`config.mk`:
```
export PLATFORM = sky130hd
export DESIGN_NAME = optical_flow_velocity_odometry_top
export DESIGN_NICKNAME = d
export VERILOG_FILES = /design/src/rtl/core/ofvo_pkg.sv /design/src/rtl/core/ofvo_div.sv /design/src/rtl/core/ofvo_dp.sv /design/src/rtl/core/ofvo_ctrl.sv /design/src/rtl/core/optical_flow_velocity_odometry_top.sv
export VERILOG_INCLUDE_DIRS = /design/src /design/src/rtl/core
export SDC_FILE = /design/constraint.sdc
export NUM_CORES = 2
export LEC_CHECK = 0
export BUFFER_PORTS_ARGS = -buffer_cell sky130_fd_sc_hd__clkbuf_2
export CAP_MARGIN = 20
export CORE_MARGIN = 2
export CORE_UTILIZATION = 52
export CTS_BUF_LIST = sky130_fd_sc_hd__clkbuf_2
export CTS_CLUSTER_SIZE = 25
export DETAILED_ROUTE_END_ITERATION = 10
export HOLD_SLACK_MARGIN = 0.02
export PLACE_DENSITY = 0.77
export SLEW_MARGIN = 20
export SYNTH_ARGS = -nofsm -noshare
export SYNTH_HDL_FRONTEND = slang
export SYNTH_SLANG_ARGS = --single-unit
```
`constraint.sdc`:
```
create_clock -name i_clk -period 11.9 [get_ports i_clk]
set_input_delay 1.19 -clock i_clk [delete_from_list [all_inputs] [get_ports i_clk]]
set_output_delay 1.19 -clock i_clk [all_outputs]
set_load 0.05 [all_outputs]
```
`src/rtl/core/optical_flow_velocity_odometry_top_macros.svh`:
```
// Assertion macros shared by the optical-flow odometry RTL.
`ifndef OPTICAL_FLOW_VELOCITY_ODOMETRY_TOP_MACROS_SVH
`define OPTICAL_FLOW_VELOCITY_ODOMETRY_TOP_MACROS_SVH

// Same-cycle implication, checked outside reset.
`define OFVO_ASSERT_IMPL(label, ante, cons, msg) \
    label: assert property (@(posedge i_clk) disable iff (!i_rst_n) (ante) |-> (cons)) \
        else $error(msg);

// Next-cycle implication, checked outside reset.
`define OFVO_ASSERT_NEXT(label, ante, cons, msg) \
    label: assert property (@(posedge i_clk) disable iff (!i_rst_n) (ante) |=> (cons)) \
        else $error(msg);

`endif

```
`src/rtl/core/ofvo_pkg.sv`:
```
// Package with widths, constants, state and command types of the odometry block.
`timescale 1ns / 1ps
package ofvo_pkg;

    localparam int OFVO_WINDOW = 8;

    localparam int FLOW_W = 16;
    localparam int DIST_W = 16;
    localparam int SPAN_W = 32;
    localparam int QUAL_W = 8;
    localparam int VEL_W  = 32;
    localparam int ACC_W  = 48;
    localparam int IN_W   = 2 * FLOW_W + DIST_W + SPAN_W + QUAL_W;
    localparam int OUT_W  = 2 * VEL_W + 2 * ACC_W;

    // |flow * distance| fits in 31 bits; shifted left by 16 for Q15.16.
    localparam int PMAG_W = 2 * FLOW_W - 1;
    localparam int DVD_W  = PMAG_W + 16;
    // 10 * span needs 36 bits.
    localparam int DVS_W  = SPAN_W + 4;

    // Limit test: v * 1e8 < 98304 * distance, exact in 60 bits.
    localparam int LIM_W = 60;
    localparam logic signed [27:0] LIM_V_K = 28'sd100000000;
    localparam logic signed [17:0] LIM_D_K = 18'sd98304;

    localparam logic [QUAL_W-1:0] QTHR_RESET = 8'd100;

    typedef enum logic [3:0] {
        ST_IDLE,
        ST_CHECK,
        ST_AXIS,
        ST_MUL,
        ST_VDIV,
        ST_VWAIT,
        ST_LMUL,
        ST_LCMP,
        ST_UPD,
        ST_ADIV,
        ST_AWAIT,
        ST_ACC,
        ST_OUT
    } t_state;

    typedef struct packed {
        logic load_in;
        logic axis;
        logic mul;
        logic div_vel;
        logic vel_take;
        logic lim_mul;
        logic update;
        logic div_avg;
        logic avg_take;
        logic accum;
        logic out_load;
    } t_cmd;

    typedef struct packed {
        logic qual_pass;
        logic span_zero;
        logic take;
        logic div_done;
        logic div_busy;
        logic out_free;
    } t_stat;

endpackage

```
`src/rtl/core/ofvo_div.sv`:
```
// Restoring divider, one quotient bit per cycle.
`timescale 1ns / 1ps
module ofvo_div
    import ofvo_pkg::*;
(
    input  logic             i_clk,
    input  logic             i_rst_n,
    input  logic             i_start,
    input  logic [DVD_W-1:0] i_dividend,
    input  logic [DVS_W-1:0] i_divisor,
    output logic [DVD_W-1:0] o_quot,
    output logic             o_done,
    output logic             o_busy
);

    localparam int CNT_W = $clog2(DVD_W + 1);

    logic [DVD_W-1:0] r_q;
    logic [DVS_W-1:0] r_rem;
    logic [DVS_W-1:0] r_dvs;
    logic [CNT_W-1:0] r_cnt;
    logic             r_done;
    logic [DVS_W:0]   w_sh;
    logic [DVS_W:0]   w_diff;

    assign w_sh   = {r_rem, r_q[DVD_W-1]};
    assign w_diff = w_sh - {1'b0, r_dvs};

    always_ff @(posedge i_clk) begin
        if (!i_rst_n) begin
            r_cnt  <= '0;
            r_done <= 1'b0;
        end else begin
            r_done <= (r_cnt == CNT_W'(1));
            if (i_start) begin
                r_cnt <= CNT_W'(DVD_W);
            end else if (r_cnt != '0) begin
                r_cnt <= r_cnt - CNT_W'(1);
            end
        end
    end

    always_ff @(posedge i_clk) begin
        if (i_start) begin
            r_q   <= i_dividend;
            r_dvs <= i_divisor;
            r_rem <= '0;
        end else if (r_cnt != '0) begin
            if (!w_diff[DVS_W]) begin
                r_rem <= w_diff[DVS_W-1:0];
                r_q   <= {r_q[DVD_W-2:0], 1'b1};
            end else begin
                r_rem <= w_sh[DVS_W-1:0];
                r_q   <= {r_q[DVD_W-2:0], 1'b0};
            end
        end
    end

    assign o_quot = r_q;
    assign o_done = r_done;
    assign o_busy = (r_cnt != '0);

endmodule

```
`src/rtl/core/ofvo_dp.sv`:
```
// Datapath: input latch, velocity, limit test, ring window, accumulators, output register.
`timescale 1ns / 1ps
module ofvo_dp
    import ofvo_pkg::*;
#(
    parameter int WINDOW = OFVO_WINDOW
) (
    input  logic              i_clk,
    input  logic              i_rst_n,
    input  logic [IN_W-1:0]   i_in_data,
    input  logic [QUAL_W-1:0] i_qthr,
    input  t_cmd              i_cmd,
    output t_stat             o_stat,
    output logic              o_m_tvalid,
    input  logic              i_m_tready,
    output logic [OUT_W-1:0]  o_m_tdata,
    output logic [1:0]        o_m_tuser
);

    localparam int SLOT_W = $clog2(WINDOW);
    localparam int FILL_W = $clog2(WINDOW + 1);
    localparam int SUM_W  = VEL_W + $clog2(WINDOW);
    localparam int ADDR_W = SLOT_W + 1;

    logic signed [FLOW_W-1:0] r_fx, r_fy;
    logic signed [DIST_W-1:0] r_dist;
    logic [SPAN_W-1:0]        r_span;
    logic [QUAL_W-1:0]        r_qual;

    logic                     r_pneg;
    logic [PMAG_W-1:0]        r_pmag;
    logic signed [VEL_W-1:0]  r_v;
    logic signed [LIM_W-1:0]  r_lhs, r_rhs;
    logic signed [VEL_W-1:0]  r_rd;

    logic signed [SUM_W-1:0]  r_sum  [2];
    logic [SLOT_W-1:0]        r_slot [2];
    logic [FILL_W-1:0]        r_fill [2];
    logic signed [ACC_W-1:0]  r_acc  [2];
    logic signed [VEL_W-1:0]  r_avg  [2];
    logic [1:0]               r_took;

    logic signed [VEL_W-1:0]  r_mem [2**ADDR_W];

    logic                     r_out_valid;
    logic [OUT_W-1:0]         r_out_data;
    logic [1:0]               r_out_user;

    logic                     w_ax;
    logic signed [FLOW_W-1:0] w_flow;
    logic signed [2*FLOW_W-1:0] w_prod;
    logic [2*FLOW_W-1:0]      w_pabs;
    logic [DVS_W-1:0]         w_span10;
    logic signed [SUM_W-1:0]  w_sum;
    logic [SUM_W-1:0]         w_sabs;
    logic [DVD_W-1:0]         w_dvd;
    logic [DVS_W-1:0]         w_dvs;
    logic [DVD_W-1:0]         w_quot;
    logic                     w_done, w_busy;
    logic signed [VEL_W-1:0]  w_vsat;
    logic [VEL_W-1:0]         w_q32;
    logic signed [VEL_W-1:0]  w_old;
    logic signed [ACC_W:0]    w_acc_sum;
    logic signed [ACC_W-1:0]  w_acc_sat;
    logic [ADDR_W-1:0]        w_addr;
    logic                     w_out_free;

    assign w_ax     = i_cmd.axis;
    assign w_flow   = w_ax ? r_fy : r_fx;
    assign w_prod   = w_flow * r_dist;
    assign w_pabs   = w_prod[2*FLOW_W-1] ? (-w_prod) : w_prod;
    assign w_span10 = ({4'b0, r_span} << 3) + ({4'b0, r_span} << 1);
    assign w_sum    = r_sum[w_ax];
    assign w_sabs   = w_sum[SUM_W-1] ? (-w_sum) : w_sum;
    assign w_addr   = {w_ax, r_slot[w_ax]};

    assign w_dvd = i_cmd.div_vel ? {r_pmag, 16'b0} : DVD_W'(w_sabs);
    assign w_dvs = i_cmd.div_vel ? w_span10 : DVS_W'(r_fill[w_ax]);

    ofvo_div u_div (
        .i_clk      (i_clk),
        .i_rst_n    (i_rst_n),
        .i_start    (i_cmd.div_vel | i_cmd.div_avg),
        .i_dividend (w_dvd),
        .i_divisor  (w_dvs),
        .o_quot     (w_quot),
        .o_done     (w_done),
        .o_busy     (w_busy)
    );

    // Saturate the velocity quotient to the signed 32-bit range.
    always_comb begin
        if (r_pneg) begin
            if (w_quot > DVD_W'(33'h080000000)) begin
                w_vsat = {1'b1, {(VEL_W-1){1'b0}}};
            end else begin
                w_vsat = -$signed(w_quot[VEL_W-1:0]);
            end
        end else begin
            if (w_quot > DVD_W'(32'h7FFFFFFF)) begin
                w_vsat = {1'b0, {(VEL_W-1){1'b1}}};
            end else begin
                w_vsat = $signed(w_quot[VEL_W-1:0]);
            end
        end
    end

    assign w_q32 = w_quot[VEL_W-1:0];
    assign w_old = (r_fill[w_ax] == FILL_W'(WINDOW)) ? r_rd : '0;

    assign w_acc_sum = (ACC_W+1)'(r_acc[w_ax]) + (ACC_W+1)'(r_avg[w_ax]);
    always_comb begin
        if (w_acc_sum[ACC_W] != w_acc_sum[ACC_W-1]) begin
            w_acc_sat = w_acc_sum[ACC_W] ? {1'b1, {(ACC_W-1){1'b0}}}
                                         : {1'b0, {(ACC_W-1){1'b1}}};
        end else begin
            w_acc_sat = w_acc_sum[ACC_W-1:0];
        end
    end

    // Payload registers.
    always_ff @(posedge i_clk) begin
        if (i_cmd.load_in) begin
            r_fx   <= i_in_data[FLOW_W-1:0];
            r_fy   <= i_in_data[2*FLOW_W-1:FLOW_W];
            r_dist <= i_in_data[2*FLOW_W+DIST_W-1:2*FLOW_W];
            r_span <= i_in_data[2*FLOW_W+DIST_W+SPAN_W-1:2*FLOW_W+DIST_W];
            r_qual <= i_in_data[IN_W-1:IN_W-QUAL_W];
        end
        if (i_cmd.mul) begin
            r_pneg <= w_prod[2*FLOW_W-1];
            r_pmag <= w_pabs[PMAG_W-1:0];
        end
        if (i_cmd.vel_take) begin
            r_v <= w_vsat;
        end
        if (i_cmd.lim_mul) begin
            r_lhs <= LIM_W'(r_v) * LIM_W'(LIM_V_K);
            r_rhs <= LIM_W'(r_dist) * LIM_W'(LIM_D_K);
            r_rd  <= r_mem[w_addr];
        end
        if (i_cmd.update) begin
            r_mem[w_addr] <= r_v;
        end
        if (i_cmd.out_load) begin
            r_out_data <= {r_acc[1], r_acc[0], r_avg[1], r_avg[0]};
            r_out_user <= r_took;
        end
    end

    // Per-axis window and accumulator state.
    always_ff @(posedge i_clk) begin
        if (!i_rst_n) begin
            for (int i = 0; i < 2; i++) begin
                r_sum[i]  <= '0;
                r_slot[i] <= '0;
                r_fill[i] <= '0;
                r_acc[i]  <= '0;
                r_avg[i]  <= '0;
            end
            r_took      <= '0;
            r_out_valid <= 1'b0;
        end else begin
            if (i_cmd.load_in) begin
                r_took <= '0;
            end
            if (i_cmd.update) begin
                r_sum[w_ax] <= w_sum - SUM_W'(w_old) + SUM_W'(r_v);
                r_slot[w_ax] <= (r_slot[w_ax] == SLOT_W'(WINDOW - 1)) ? '0
                              : r_slot[w_ax] + SLOT_W'(1);
                if (r_fill[w_ax] < FILL_W'(WINDOW)) begin
                    r_fill[w_ax] <= r_fill[w_ax] + FILL_W'(1);
                end
                r_took[w_ax] <= 1'b1;
            end
            if (i_cmd.avg_take) begin
                if (r_fill[w_ax] == '0) begin
                    r_avg[w_ax] <= '0;
                end else if (w_sum[SUM_W-1]) begin
                    r_avg[w_ax] <= -$signed(w_q32);
                end else begin
                    r_avg[w_ax] <= $signed(w_q32);
                end
            end
            if (i_cmd.accum && r_took[w_ax]) begin
                r_acc[w_ax] <= w_acc_sat;
            end
            if (i_cmd.out_load) begin
                r_out_valid <= 1'b1;
            end else if (i_m_tready) begin
                r_out_valid <= 1'b0;
            end
        end
    end

    assign w_out_free = !r_out_valid || i_m_tready;

    assign o_stat.qual_pass = (r_qual > i_qthr);
    assign o_stat.span_zero = (r_span == '0);
    assign o_stat.take      = (r_lhs < r_rhs);
    assign o_stat.div_done  = w_done;
    assign o_stat.div_busy  = w_busy;
    assign o_stat.out_free  = w_out_free;

    assign o_m_tvalid = r_out_valid;
    assign o_m_tdata  = r_out_data;
    assign o_m_tuser  = r_out_user;

endmodule

```
`src/rtl/core/ofvo_ctrl.sv`:
```
// Controller state machine that sequences both axes through the shared datapath.
`timescale 1ns / 1ps
`include "optical_flow_velocity_odometry_top_macros.svh"
module ofvo_ctrl
    import ofvo_pkg::*;
(
    input  logic  i_clk,
    input  logic  i_rst_n,
    input  logic  i_s_tvalid,
    output logic  o_s_tready,
    input  t_stat i_stat,
    output t_cmd  o_cmd
);

    t_state r_state, n_state;
    logic   r_axis, n_axis;

    always_ff @(posedge i_clk) begin
        if (!i_rst_n) begin
            r_state <= ST_IDLE;
            r_axis  <= 1'b0;
        end else begin
            r_state <= n_state;
            r_axis  <= n_axis;
        end
    end

    always_comb begin
        n_state = r_state;
        n_axis  = r_axis;
        unique case (r_state)
            ST_IDLE: begin
                n_axis = 1'b0;
                if (i_s_tvalid) n_state = ST_CHECK;
            end
            ST_CHECK: n_state = i_stat.qual_pass ? ST_AXIS : ST_IDLE;
            ST_AXIS:  n_state = i_stat.span_zero ? ST_ADIV : ST_MUL;
            ST_MUL:   n_state = ST_VDIV;
            ST_VDIV:  n_state = ST_VWAIT;
            ST_VWAIT: if (i_stat.div_done) n_state = ST_LMUL;
            ST_LMUL:  n_state = ST_LCMP;
            ST_LCMP:  n_state = i_stat.take ? ST_UPD : ST_ADIV;
            ST_UPD:   n_state = ST_ADIV;
            ST_ADIV:  n_state = ST_AWAIT;
            ST_AWAIT: if (i_stat.div_done) n_state = ST_ACC;
            ST_ACC: begin
                if (r_axis) begin
                    n_state = ST_OUT;
                end else begin
                    n_axis  = 1'b1;
                    n_state = ST_AXIS;
                end
            end
            ST_OUT:   if (i_stat.out_free) n_state = ST_IDLE;
            default:  n_state = ST_IDLE;
        endcase
    end

    always_comb begin
        o_cmd      = '0;
        o_cmd.axis = r_axis;
        o_s_tready = 1'b0;
        unique case (r_state)
            ST_IDLE: begin
                o_s_tready    = 1'b1;
                o_cmd.load_in = i_s_tvalid;
            end
            ST_MUL:   o_cmd.mul      = 1'b1;
            ST_VDIV:  o_cmd.div_vel  = 1'b1;
            ST_VWAIT: o_cmd.vel_take = i_stat.div_done;
            ST_LMUL:  o_cmd.lim_mul  = 1'b1;
            ST_UPD:   o_cmd.update   = 1'b1;
            ST_ADIV:  o_cmd.div_avg  = 1'b1;
            ST_AWAIT: o_cmd.avg_take = i_stat.div_done;
            ST_ACC:   o_cmd.accum    = 1'b1;
            ST_OUT:   o_cmd.out_load = i_stat.out_free;
            default: ;
        endcase
    end

    `OFVO_ASSERT_IMPL(a_done_when_waiting, i_stat.div_done, (r_state == ST_VWAIT || r_state == ST_AWAIT), "divider finished outside a wait state")
    `OFVO_ASSERT_IMPL(a_idle_div_free, r_state == ST_IDLE, !i_stat.div_busy, "divider busy while idle")
    `OFVO_ASSERT_IMPL(a_load_needs_room, o_cmd.out_load, i_stat.out_free, "result loaded over an untaken beat")
    `OFVO_ASSERT_NEXT(a_start_makes_busy, o_cmd.div_vel || o_cmd.div_avg, i_stat.div_busy, "divider did not start")

endmodule

```
`src/rtl/core/optical_flow_velocity_odometry_top.sv`:
```
// Top level of the optical-flow velocity odometry block.
`timescale 1ns / 1ps
// Each input beat carries one integrated optical-flow frame. A frame whose
// quality is not above the quality_threshold register (APB address 0, reset
// 100) is dropped and produces no output beat. Any other frame produces one
// output beat with both window averages, both saturating totals and the two
// took flags. Frames are processed one at a time: the x axis and then the y
// axis go through the velocity divide and the exact limit test (both skipped
// at zero span), the ring-window update (only when the limit passes) and the
// average divide, all on one shared restoring divider that retires one
// quotient bit per cycle over a 47-bit dividend. The input is taken again as
// soon as the previous frame is handed to the output register, even if that
// beat is still waiting for the sink. The ring entries live in a small
// memory that needs no clearing pass after reset; entries not yet written
// may be read but their data is never used.
module optical_flow_velocity_odometry_top
    import ofvo_pkg::*;
#(
    parameter int WINDOW = OFVO_WINDOW
) (
    input  logic              i_clk,
    input  logic              i_rst_n,
    // Input frame beat.
    input  logic              s_tvalid,
    output logic              s_tready,
    // tdata from bit 0: flow_x[15:0], flow_y[31:16], ground_mm[47:32],
    // span_us[79:48], frame_quality[87:80].
    input  logic [IN_W-1:0]   s_tdata,
    // Result beat.
    output logic              m_tvalid,
    input  logic              m_tready,
    // tdata from bit 0: avg_x[31:0], avg_y[63:32], total_x[111:64],
    // total_y[159:112].
    output logic [OUT_W-1:0]  m_tdata,
    // tuser from bit 0: took_x, took_y.
    output logic [1:0]        m_tuser,
    // Configuration port.
    input  logic              psel,
    input  logic              penable,
    input  logic              pwrite,
    input  logic [2:0]        paddr,
    input  logic [31:0]       pwdata,
    output logic [31:0]       prdata,
    output logic              pready
);

    // The only register is at byte address 0; bit 2 selects past it.
    logic [QUAL_W-1:0] r_qthr;
    t_cmd              w_cmd;
    t_stat             w_stat;

    assign pready = 1'b1;

    always_ff @(posedge i_clk) begin
        if (!i_rst_n) begin
            r_qthr <= QTHR_RESET;
        end else if (psel && penable && pwrite && !paddr[2]) begin
            r_qthr <= pwdata[QUAL_W-1:0];
        end
    end

    assign prdata = paddr[2] ? 32'd0 : {{(32-QUAL_W){1'b0}}, r_qthr};

    ofvo_ctrl u_ctrl (
        .i_clk      (i_clk),
        .i_rst_n    (i_rst_n),
        .i_s_tvalid (s_tvalid),
        .o_s_tready (s_tready),
        .i_stat     (w_stat),
        .o_cmd      (w_cmd)
    );

    ofvo_dp #(
        .WINDOW (WINDOW)
    ) u_dp (
        .i_clk      (i_clk),
        .i_rst_n    (i_rst_n),
        .i_in_data  (s_tdata),
        .i_qthr     (r_qthr),
        .i_cmd      (w_cmd),
        .o_stat     (w_stat),
        .o_m_tvalid (m_tvalid),
        .i_m_tready (m_tready),
        .o_m_tdata  (m_tdata),
        .o_m_tuser  (m_tuser)
    );

endmodule

```
Word-level counts from Yosys, hierarchy flattened
Memory sizes are Yosys's and may differ from the RTL's. A register that Yosys moved wholly into a read port is not among the register bits.
Index checks and enable logic that the tools add are counted.
Storage, ports and cells
  register bits: 393
  bits in writable memories: 756
  input bits: 130
  word-level logic and storage cells: 199
  memories kept: 6
Memory list
  u_dp.r_mem: words 16, bits a word 32, rd ports 1, clocked after Yosys merged registers in 1, write ports 1, line ofvo_dp.sv:43  | logic signed [VEL_W-1:0] r_mem [2**ADDR_W];
  u_dp.r_acc: words 2, bits a word 48, rd ports 3, clocked after Yosys merged registers in 3, write ports 2, line ofvo_dp.sv:39  | logic signed [ACC_W-1:0] r_acc [2];
  u_dp.r_sum: words 2, bits a word 35, rd ports 1, clocked after Yosys merged registers in 1, write ports 2, line ofvo_dp.sv:36  | logic signed [SUM_W-1:0] r_sum [2];
  u_dp.r_avg: words 2, bits a word 32, rd ports 3, clocked after Yosys merged registers in 3, write ports 2, line ofvo_dp.sv:40  | logic signed [VEL_W-1:0] r_avg [2];
  u_dp.r_fill: words 2, bits a word 4, rd ports 1, clocked after Yosys merged registers in 1, write ports 2, line ofvo_dp.sv:38  | logic [FILL_W-1:0] r_fill [2];
  u_dp.r_slot: words 2, bits a word 3, rd ports 1, clocked after Yosys merged registers in 1, write ports 2, line ofvo_dp.sv:37  | logic [SLOT_W-1:0] r_slot [2];
Operators by class
  add/subtract/negate cells: 11
  multipliers: 3
  order comparisons: 7
  equality and inequality tests: 20
  mux-type cells: 102
  bitwise operators: 5
  reduce and logical (&&, ||, !) cells: 22
Operators by type and width (count)
  2-to-1 mux 32 bit: 7
  2-to-1 mux 48 bit: 3
  2-to-1 mux 47 bit: 3
  2-to-1 mux 35 bit: 2
  2-to-1 mux 1 bit: 64
  less-than comparator 60 bit: 1
  multiplier 32 x 20 -> 52 bit (second input constant): 1
  case mux 4 bit (13 select lines): 1
  adder 48 x 32 -> 49 bit: 1
  OR reduction 48 bit: 1
  greater-than comparator 47 x 31 -> 1 bit (second input constant): 1
  greater-than comparator 47 x 32 -> 1 bit (second input constant): 1
  subtractor 37 x 36 -> 37 bit: 1
  adder 35 x 33 -> 36 bit: 1
  2-to-1 mux 36 bit: 1
  adder 35 x 32 -> 35 bit: 1
  negator 35 bit: 1
  OR reduction 35 bit: 1
  subtractor 35 x 32 -> 35 bit: 1
  logical NOT 32 bit: 1
  multiplier 16 x 16 -> 32 bit: 1
  2-to-1 mux 4 bit: 8
  negator 32 bit: 1
  OR reduction 32 bit: 1
  other kinds (39): 65

Depth between registers and ports, before layout
  depth in word-level cells: 9
  gate-level depth with buffers: 30
  gate-level depth less buffers: 27

Cells and area by module
Synthesis repeated with hierarchy kept, for this count alone.
Unflattened totals
  cell total of the unflattened synthesis: 7568
  area, all modules: 85482.0 um2
Modules (own cells, without submodules)
  ofvo_dp: instances 1, cells each 6725, area an instance 77098.9 um2, sequential area each 35073.6 um2
  ofvo_div: instances 1, cells each 706, area an instance 7263.2 um2, sequential area each 3353.2 um2
  optical_flow_velocity_odometry_top: instances 1, cells each 70, area an instance 605.6 um2, sequential area each 160.2 um2
  ofvo_ctrl: instances 1, cells each 67, area an instance 514.2 um2, sequential area each 100.1 um2

Least setup slack after synthesis
Ideal clock, no wire load.
  path kind: input port to flip-flop
  start: in m_tready
  end: reg u_dp.r_out_data[0], in the netlist m_tdata[0], read port of u_dp.r_avg, enable pin
  setup time: 0.703 ns
  arrival: 8.431 ns
  data required time: 11.197 ns
  path slack: 2.767 ns
  cell stages on the path: 2
  cell sequence: nand2b_1 > nor2b_1
RTL lines
  start, declared: line optical_flow_velocity_odometry_top.sv:31  | input logic m_tready,
  end, declared: line ofvo_dp.sv:46  | logic [OUT_W-1:0] r_out_data;

Final worst setup path
  start: reg u_ctrl.r_axis
  end: reg u_dp.r_pmag[30] (data pin)
Between the ends
  word-level cells in the longest chain between the ends: 4
Ends and longest elaborated chain
  start, declared: line ofvo_ctrl.sv:16  | logic r_axis, n_axis;
  start signal, assigned: line ofvo_ctrl.sv:24  | r_axis <= n_axis;
  2-to-1 mux 16 bit (*): line ofvo_dp.sv:69  | assign w_flow = w_ax ? r_fy : r_fx;
  multiplier 16 x 16 -> 32 bit (*): line ofvo_dp.sv:70  | assign w_prod = w_flow * r_dist;
  negator 31 bit: line ofvo_dp.sv:71  | assign w_pabs = w_prod[2*FLOW_W-1] ? (-w_prod) : w_prod;
  2-to-1 mux 31 bit (*): line ofvo_dp.sv:71
  net u_dp.w_pabs[30]: line ofvo_dp.sv:52  | logic [2*FLOW_W-1:0] w_pabs;
  end signal, assigned: line ofvo_dp.sv:132  | r_pmag <= w_pabs[PMAG_W-1:0];
  end, declared: line ofvo_dp.sv:31  | logic [PMAG_W-1:0] r_pmag;
The timed path passes the listed nets; every way through them passes the cells marked *.
A chain may end at the register's enable or synchronous reset.

==> run metrics <==
Final nets 9201; design area 0.0926 sq mm; Worst Path Buf+Inv 4; Synth top area share 44.5%; DR pass1 iterations 6; Adder-Cell Fraction of Synth Area 22.3%; die height 406 um; CTS tree built; Placer Congestion 0.946; Total Routed Length 209000 um; number of global-route vias before repair 59.6k; Yosys reg bits 1309; Remaining Overflow, GRT 0; top post-synthesis cells by count edfxtp_1, nand2_1, inv_1, fa_1, ha_1; dominant synthesized flop cell edfxtp_1; register area 0.0387 sq mm; element type at the critical path end flip-flop; fraction of layout cells with a size suffix above 1 13.8%; fin. max-slew vios 0; Hold WC Path Type primary input to flip-flop; post-route ant nets 0; syn_area_per_cell 11.4 sq um; Die X 406 um; Post-Synth XOR/XNOR Area 3.41%; Worst Setup SP u_ctrl.r_axis; DRC violations left 0; sequential fraction of the synthesis area 46.0%; Clock Path Buffers 4; Critical Path RT 13.28 ns; simple-gate portion of the synthesized area 11.4%; clk sinks 1309; Clock Tree Root clkbuf_2; final period utilization 70.2%; Site Rows 147; Slew @ Worst Pin 1.16 ns; vias post-DR 58.5k; status complete, no violations; Worst Setup Path Type flip-flop to flip-flop; Top Family by Delay on Critical Path adder cells; worst rel slew slack 22.8%; initial DRC count 5393; core box area 0.161 sq mm; reg2reg start u_ctrl.r_axis; Initial Util 52.4%; clk_skew 0.247 ns; WL per Instance 20.2 um; largest family of logic cells by synthesized area adder cells; Synth area leaders edfxtp_1, fa_1, ha_1; largest net degree at the start of global routing 204; CP Launch Type flip-flop; Hold Startpoint s_tdata[4]; synth warn 0; H-tree levels 5; Synth area leader edfxtp_1; global-route wire length before repair 327000 um; gate count of the mapped netlist 7358; RSZ-0062 raised after global routing no; dpl ws 3.57 ns; EDFF count, synth 1249; total CTS buffers 343; Async SR Flop Fraction 0%; clock latency on the worst-skew pair 1.74 ns; worst-path fanout max 27; CP max stage delay 0.67 ns; GRT Overall Usage 25.5%; Setup TNS 0 ns; Post-Syn Area 0.0842 sq mm; post-synthesis mux area share 3.19%; final setup fails 0; # resized after CTS 0; fin crit period 8.36 ns; fillers 13.1k; vias per cell 5.66; post-synthesis compound-gate area fraction 8.47%; most common cell in the netlist edfxtp_1; most frequent CP cell fa_1; f_max 120 MHz; max-cap viol count 0; Multi-input gate area 0.0413 sq mm; Hold Vio Cnt, Final 0; # IOs 327; die area 0.165 sq mm; Clock transition at path regs 0.12 ns; CP cell instances mux2_2 > and2_1 > fa_1 > inv_1 > fa_1 > fa_1 > inv_1 > fa_1 > fa_1 > inv_1 > fa_1 > inv_1 > ha_1 > a211oi_1 > nand2_1 > a211oi_2 > o21ai_0 > o31ai_1 > o31ai_1 > a21oi_1 > o21bai_1 > a21oi_1 > xor2_1 > xnor2_1; antenna violations before repair 10; Area Overhead vs Synth 9.89%; Area after DPL 0.0880 sq mm; hpwl dp 144000 um; Buffers on Ports 275; Distinct cells, synth 105; Slowest cell on crit path dfxtp_4; Worst Path Arrival 9.74 ns; Final WS setup 3.54 ns
state kept, by name (all words and copies together), names as in the netlist, 6 cells and up, named ones only:
register	flops
u_dp.r_span	32
u_dp.r_pmag	31
u_dp.u_div.r_dvs	36
r_qthr	8
u_dp.u_div.o_quot	47
u_dp.r_sum	70
u_dp.r_fill	8
u_dp.r_mem	512
u_dp.r_acc	96
u_dp.r_fy	16
u_dp.u_div.r_cnt	6
u_dp.r_fx	16
u_dp.u_div.r_rem	36
u_dp.r_rhs	19
m_tdata	160
u_dp.r_lhs	45
u_dp.r_avg	64
u_dp.r_slot	6
u_dp.r_rd	32
u_dp.r_dist	16
u_dp.r_qual	8
u_dp.r_v	32
cells by family (layout without fill, tap and decap cells):
family	Yosys count	after routing
xor+xnor	326	326
buf+inv	1151	1935
mux	215	215
simple gates	2092	2092
compound gates	1123	1123
flops	1309	1309
other cells	2	34
fa+ha+maj	1140	1140
final timing paths:
kind	depth (start not counted)	to	slack, ns
setup / recovery	24	u_dp.r_pmag[30]	3.54
hold / removal	2	u_dp.r_fx[4]	0.17
setup reg to reg	24	u_dp.r_pmag[30]	3.54
hold reg to reg	0	m_tdata[72]	0.37
layout by cell type, fill, tap and decap left out, types with 171 or more instances in the layout:
cell      count
edfxtp_1   1249
nand2_1     854
inv_1       838
clkbuf_2    761
fa_1        597
ha_1        543
nor2_1      518
a21oi_1     315
o21ai_0     204
xnor2_1     197
a31oi_1     171
and2_1      171
area by class of cell:
cell class                 instances  share of cell area, %
antenna                            9                 0.0243
inverter                         842                   3.42
timing repair buffer             514                   3.87
multi-input combinational       4921                   44.7
sequential                      1309                   41.8
tap                             2160                   2.92
clock buffer                     486                   2.63
clock inverter                    93                  0.630
timing repair:
action,CTS,global route
hold buffers,140,0
setup buffers,0,0
hold endpoints to repair,134,0
metrics by stage:
| stage | std cells | utilization [%] | hold WS (ns) |
|---|---|---|---|
| after global routing | 10300 | 57.6 | 0.0420 |
| after CTS | 10300 | 57.5 | 0.0201 |
| after floorplan | 7381 | - | 0.420 |
| after global placement | 9603 | 54.8 | 0.424 |
| after detailed placement | 9603 | 54.8 | 0.430 |
| final | 10300 | 57.6 | 0.172 |
layer usage:
layer | vias up | track usage, % | part of all wire [%]
met1 | 28800 | 33.4 | 40
met5 | - | 0 | 0.0062
met4 | 2 | 10.1 | 3.4
met2 | 2515 | 42.2 | 48
li1 | 26700 | - | -
met3 | 461 | 4.39 | 8.3
worst register-to-register path: cells and delay by family, from the launching register on:
kind | cells | cell delay [ns]
fa+ha+maj | 7 | 3.56
compound gates | 8 | 2.11
flops | 1 | 0.67
mux | 1 | 0.65
xor+xnor | 2 | 0.52
simple gates | 2 | 0.37
buf+inv | 4 | 0.22
Power is not shown: default switching activity piles up to over one toggle a cycle in this logic, so the estimate is an artifact.
